File: src/design/tmps_pkg.sv
// Shared types and constants for the triangular matrix product sum block.
package tmps_pkg;

    localparam int DEFAULT_MAX_DIM = 16;
    localparam int EL_W            = 16;  // Q4.12 element
    localparam int C_W             = 64;  // Q28.36 result
    localparam int SIZE_W          = 5;
    localparam int IDX_W           = 4;   // row and col fields
    localparam int AA_SHIFT        = 12;  // Q8.24 to Q28.36
    localparam logic [SIZE_W-1:0] SIZE_RESET = SIZE_W'(16);

    localparam logic KIND_DONE = 1'b0;
    localparam logic KIND_READ = 1'b1;

    typedef enum logic [1:0] {
        ACT_WR_A    = 2'd0,
        ACT_WR_B    = 2'd1,
        ACT_COMPUTE = 2'd2,
        ACT_RD_C    = 2'd3
    } action_t;

    typedef enum logic [2:0] {
        ST_IDLE,
        ST_AB,
        ST_DRAIN_AB,
        ST_ABB,
        ST_AA,
        ST_DRAIN_C
    } state_t;

    typedef enum logic [1:0] {
        OP_AB,
        OP_ABB,
        OP_AA
    } op_t;

    typedef struct packed {
        logic valid;
        logic first;
        logic aa;
    } mac_ctl_t;

endpackage

File: src/design/tmps_mac.sv
// Shared multiplier with saturating 64-bit accumulator.
module tmps_mac #(
    parameter int MAX_DIM = tmps_pkg::DEFAULT_MAX_DIM
) (
    input  logic                                clk,
    input  logic                                rst_n,
    input  tmps_pkg::mac_ctl_t                  ctl,
    input  logic signed [32+2*$clog2(MAX_DIM)-1:0] x,
    input  logic signed [tmps_pkg::EL_W-1:0]    y,
    output logic signed [tmps_pkg::C_W-1:0]     sum
);

    localparam int IW  = $clog2(MAX_DIM);
    localparam int PW  = 32 + 2 * IW;
    localparam int PRW = PW + tmps_pkg::EL_W;
    localparam int CW  = tmps_pkg::C_W;

    tmps_pkg::mac_ctl_t      ctl_reg;
    logic signed [PRW-1:0]   prod_reg;
    logic signed [PRW-1:0]   prod_next;
    logic signed [CW-1:0]    acc_reg;
    logic signed [CW-1:0]    term;
    logic signed [CW-1:0]    base;
    logic signed [CW:0]      wide;

    assign prod_next = x * y;

    always_ff @(posedge clk or negedge rst_n)
    begin
        if (!rst_n)
        begin
            ctl_reg <= '0;
        end
        else
        begin
            ctl_reg <= ctl;
        end
    end

    always_ff @(posedge clk)
    begin
        prod_reg <= prod_next;
        if (ctl_reg.valid)
        begin
            acc_reg <= sum;
        end
    end

    always_comb
    begin
        term = {{(CW-PRW){prod_reg[PRW-1]}}, prod_reg};
        if (ctl_reg.aa)
        begin
            term = term <<< tmps_pkg::AA_SHIFT;
        end
        base = ctl_reg.first ? '0 : acc_reg;
        wide = {base[CW-1], base} + {term[CW-1], term};
        // clamp when the carry out disagrees with the sign bit
        if (wide[CW] != wide[CW-1])
        begin
            sum = wide[CW] ? {1'b1, {(CW-1){1'b0}}} : {1'b0, {(CW-1){1'b1}}};
        end
        else
        begin
            sum = wide[CW-1:0];
        end
    end

endmodule

File: config.mk
export PLATFORM = sky130hd
export DESIGN_NAME = tmps_mac
export DESIGN_NICKNAME = d
export VERILOG_FILES = /design/src/design/tmps_pkg.sv /design/src/design/tmps_mac.sv
export SDC_FILE = /design/constraint.sdc
export NUM_CORES = 2
export LEC_CHECK = 0
export BUFFER_PORTS_ARGS = -buffer_cell sky130_fd_sc_hd__buf_2
export CORE_UTILIZATION = 59
export DETAILED_ROUTE_END_ITERATION = 6
export PLACE_DENSITY = 0.82
export SYNTH_ARGS = -nofsm -noshare
export SYNTH_HDL_FRONTEND = slang
export SYNTH_SLANG_ARGS = --single-unit
File: constraint.sdc
create_clock -name clk -period 4.11 [get_ports clk]
set_clock_uncertainty 0.15 [all_clocks]
set_input_delay 0.2055 -clock clk [delete_from_list [all_inputs] [get_ports clk]]
set_output_delay 0.2055 -clock clk [all_outputs]
set_load 0.01 [all_outputs]
==> out/metrics.csv, run 1 <==
stage,metric,value,unit
synth,Synth warnings,0,
floorplan,number of core rows,82,
placement,HPWL after detailed placement,75440,um
clocking,H-tree levels,4,
clocking,Num CTS Buffers,17,
timing,worst_ep kind,sequential cell input,
synth,Mapped Area,30290,um^2
synth,syn avg cell area,8.735,um^2
synth,dominant synthesized flop cell,edfxtp_1,
floorplan,Top Ports,125,
synth,Cell variety after synth,78,
floorplan,Die Wd,228.6,um
synth,sequential share of the synthesized area,10.30,%
clocking,Clock Sinks,123,
grt,Total GRT Usage,74.77,%
clocking,root buffer cell,clkbuf_16,
timing,Crit. endpoint post-GRT repair,prod_reg[51]$_DFF_P_/D,
synth,top-count cell post-synth,inv_1,
status,Failed at,global routing,
synth,Synth area leaders,"fa_1, inv_1, ha_1",
status,Stop Error,[ERROR GRT-0232] Routing congestion too high. Check the congestion heatmap in the GUI.,
synth,post-synth top area cell,fa_1,
placement,DP Worst Slack,-2.543,ns
floorplan,Initial Utilization,60.12,%
grt,total grt overflow,6,
grt,largest net degree at the start of global routing,38,
synth,Post-synth top cells,"inv_1, fa_1, nand2_1",
synth,Yosys top cell area share,39.60,%
synth,syn nets,4321,
synth,"FF+latch count, synth",123,
synth,asr flop ratio synth,2.439,%
placement,count of input and output buffers,124,
floorplan,die height,228.6,um
placement,Final GP Congestion,0.9729,
synth,"EDFF count, synth",64,
synth,Mapped Cells,3467,
status,run status,did not finish,
clocking,largest buffer count on any clock path,2,
==> timing repair <==
action | CTS
resized for setup | 247
setup buffers | 54
endpoints found under the hold margin | 6
pin swaps | 101
gates cloned | 6
endpoints found under the setup margin | 174
hold buffers | 5
==> per-stage QoR <==
stage,utilization (%),TNS (ns),std cells,area [um^2],hold WS (ns)
2_1_floorplan,-,-55.54,3467,31310,-0.2401
3_3_place_gp,73.00,-106.04,4747,36770,-0.1490
3_5_place_dp,73.00,-121.82,4747,36770,-0.1479
4_1_cts,77.18,-104.50,4842,38880,0.1303
==> kinds of logic after synthesis <==
group / after synthesis / synth area share, %
simple gates: 1016 / 16.10
buf+inv: 915 / 11.41
fa+ha+maj: 799 / 47.81
compound gates: 458 / 9.511
flops: 123 / 10.30
xor+xnor: 112 / 3.239
mux: 44 / 1.632
==> routing by layer <==
layer  track usage, %  GRT overflow
met5            42.92             0
met4            74.22             2
met3            64.71             0
met2            89.51             4
met1            71.65             0
==> run 2: changes to the inputs <==
- CORE_UTILIZATION: 59 -> 40
- PLACE_DENSITY: 0.82 -> not set
- PLACE_DENSITY_LB_ADDON: not set -> 0.15
- clock period: 4.11 -> 5.35 ns (I/O delays scaled with it)
==> out/metrics.csv, run 2 <==
stage,metric,value,unit,change
status,run status,"finished, violations left",,
status,failing checks,setup timing,,
finish,"commonest non-fill, non-tap cell in the layout",inv_1,,
timing,Min Hold Slack,0.1415,ns,
critical_path,slowest cell on the critical path,fa_1,,
critical_path,CP Launch Type,primary input,,
floorplan,CORE AREA,74700,um^2,
synth,Cell variety after synth,78,,unchanged
placement,HPWL after detailed placement,74310,um,-1.5%
placement,Final GP Congestion,0.8974,,-7.8%
synth,Synth area leaders,"fa_1, inv_1, ha_1",,
routing,DRC errors left,0,,
routing,Total Routed Length,91610,um,
routing,WL/cell,18.70,um,
routing,1st-pass router iterations,5,,
critical_path,critical path class,in2reg,,
finish,number of nets in the layout,4769,,
grt,vias in the first global route,25672,,
synth,post-synth top area cell,fa_1,,
grt,initial antenna violation count,0,,
timing,maximum clock rate,172.2,MHz,
timing,PnR worst setup slack,-0.4585,ns,
clocking,Num CTS Buffers,17,,unchanged
synth,Synth warnings,0,,unchanged
clocking,clk_lat worst skew,0.45,ns,
synth,"FF+latch count, synth",123,,unchanged
timing,Period minus WS final,5.808,ns,
critical_path,crit-path max FO,6,,
floorplan,Top Ports,125,,unchanged
finish,Area Growth Syn to Fin,26.00,%,
floorplan,Initial Utilization,40.54,%,-20 points
critical_path,CP Capture Type,flip-flop,,
synth,syn avg cell area,8.735,um^2,unchanged
synth,syn nets,4321,,unchanged
synth,"EDFF count, synth",64,,unchanged
grt,first-pass GRT wire length,145000,um,
critical_path,Max stage delay on crit path,0.53,ns,
critical_path,CP Data Arrival Time,6.00,ns,
min_path,Hold Path Class,in2reg,,
finish,layout cell share with drive strength beyond 1,23.83,%,
synth,Mapped Cells,3467,,unchanged
routing,Avg Vias per Cell,4.992,,
timing,Slew @ Worst Pin,0.9467,ns,
finish,Final Non-Filler Cells,4898,,
timing,setup violators final,31,,
clocking,root buffer cell,clkbuf_16,,
grt,largest net degree at the start of global routing,65,,
synth,Yosys top cell area share,39.60,%,unchanged
synth,asr flop ratio synth,2.439,%,unchanged
routing,DRT antenna net count,0,,
timing,Fin. Hold Viols,0,,
synth,Mapped Area,30290,um^2,unchanged
timing,Final Max Slew Viols,0,,
routing,Initial DRC Count,1481,,
placement,Placed Cells,4786,,+0.82%
clocking,H-tree levels,4,,unchanged
timing,Rel. slew slack,36.89,%,
finish,"commonest cells after routing, fill and taps aside","inv_1, fa_1, nand2_1",,
floorplan,number of core rows,100,,+22%
clocking,largest buffer count on any clock path,2,,unchanged
floorplan,die height,277.2,um,+21%
synth,sequential share of the synthesized area,10.30,%,unchanged
clocking,Worst-path clk slew,0.06,ns,
synth,dominant synthesized flop cell,edfxtp_1,,
floorplan,Die Wd,277.2,um,+21%
routing,via count,24451,,
synth,top-count cell post-synth,inv_1,,
clocking,TritonCTS clock tree,done,,
synth,Post-synth top cells,"inv_1, fa_1, nand2_1",,
clocking,Clock Sinks,123,,unchanged
run,max cap viols,0,,
floorplan,full die area,76820,um^2,
critical_path,WP data required,5.54,ns,
grt,total grt overflow,0,,
placement,count of input and output buffers,124,,unchanged
grt,Total GRT Usage,24.08,%,
timing,final worst-path cycle share,108.6,%,
finish,max FFs per register,64,,
timing,RSZ-0062 raised after global routing,true,,
==> run 2: cell counts after synthesis <==
Identical to the previous run, type by type.
==> run 2: cells by family (layout without fill, tap and decap cells) <==
family | after synthesis | after routing | synth area share [%]
AOI/OAI and AO/OA | 458 | 458 | 9.511
xor gates and xnor gates | 112 | 112 | 3.239
adders and majority gates | 799 | 799 | 47.81
buffers and inverters | 915 | 1376 | 11.41
DFF | 123 | 123 | 10.30
muxes | 44 | 44 | 1.632
other | 0 | 1 | 0
and+or+nand+nor | 1016 | 1016 | 16.10
==> run 2: metrics by stage <==
| step | setup TNS [ns] | setup WS, ns | util (%) | instance area, um^2 |
|---|---|---|---|---|
| final | -8.451 | -0.4585 | 51.09 | 38160 |
| after global routing | -14.66 | -0.6522 | 51.08 | 38160 |
| after floorplan | -8.256 | -0.5551 | - | 31090 |
| after CTS | -8.096 | -0.4993 | 49.57 | 37030 |
| after global placement | -40.46 | -1.298 | 46.80 | 34960 |
| after detailed placement | -42.95 | -1.360 | 46.80 | 34960 |
==> run 2: worst paths after layout <==
kind,from,endpoint,slack [ns],depth (start not counted)
worst max-delay path,y[1],prod_reg[48],-0.46,26
worst min-delay path,x[0],prod_reg[0],0.14,3
worst max register to register,ctl_reg[0],acc_reg[62],0.88,15
worst min register to register,acc_reg[0],acc_reg[0],0.73,4
max in group asynchronous,rst_n,ctl_reg[0],4.35,3
min in group asynchronous,rst_n,ctl_reg[0],0.53,3
==> run 2: layer usage <==
layer  GRT usage [%]  vias up  wire length [um]
met4           5.299        0              1831
met2           39.36      610             42580
met5               0        -                 0
met3           2.320      103              4173
met1           34.51    12244             43020
li1                -    11494                 -
==> run 2: final cells by class <==
cell class / instances / area (um^2)
tap: 969 / 1212
clock buffer: 24 / 568.0
clock inverter: 8 / 85.08
timing repair inverter: 1 / 8.758
multi-input combinational: 2429 / 25010
inverter: 768 / 2909
fill: 7058 / 36540
antenna: 1 / 2.502
sequential: 123 / 3124
timing repair buffer: 575 / 5235
==> run 2: worst max-delay path, delay by kind of cell <==
family | cells | cell delay [ns]
buffers and inverters | 8 | 0.59
adder cells (fa/ha/maj) | 7 | 3.15
AO/OA/AOI/OAI | 7 | 1.50
AND/OR/NAND/NOR | 4 | 0.47
==> run 2: what timing repair did <==
action,CTS,global route
resized for setup,242,212
cloned,7,7
buffers inserted,33,35
hold buffers,5,0
endpoints found under the hold margin,6,0
pin swaps,94,108
setup endpoints to repair,91,90
Power of run 2 is left out: the tool's default activity adds up to more than one toggle a clock period on the data nets, which glitch-free logic cannot reach.
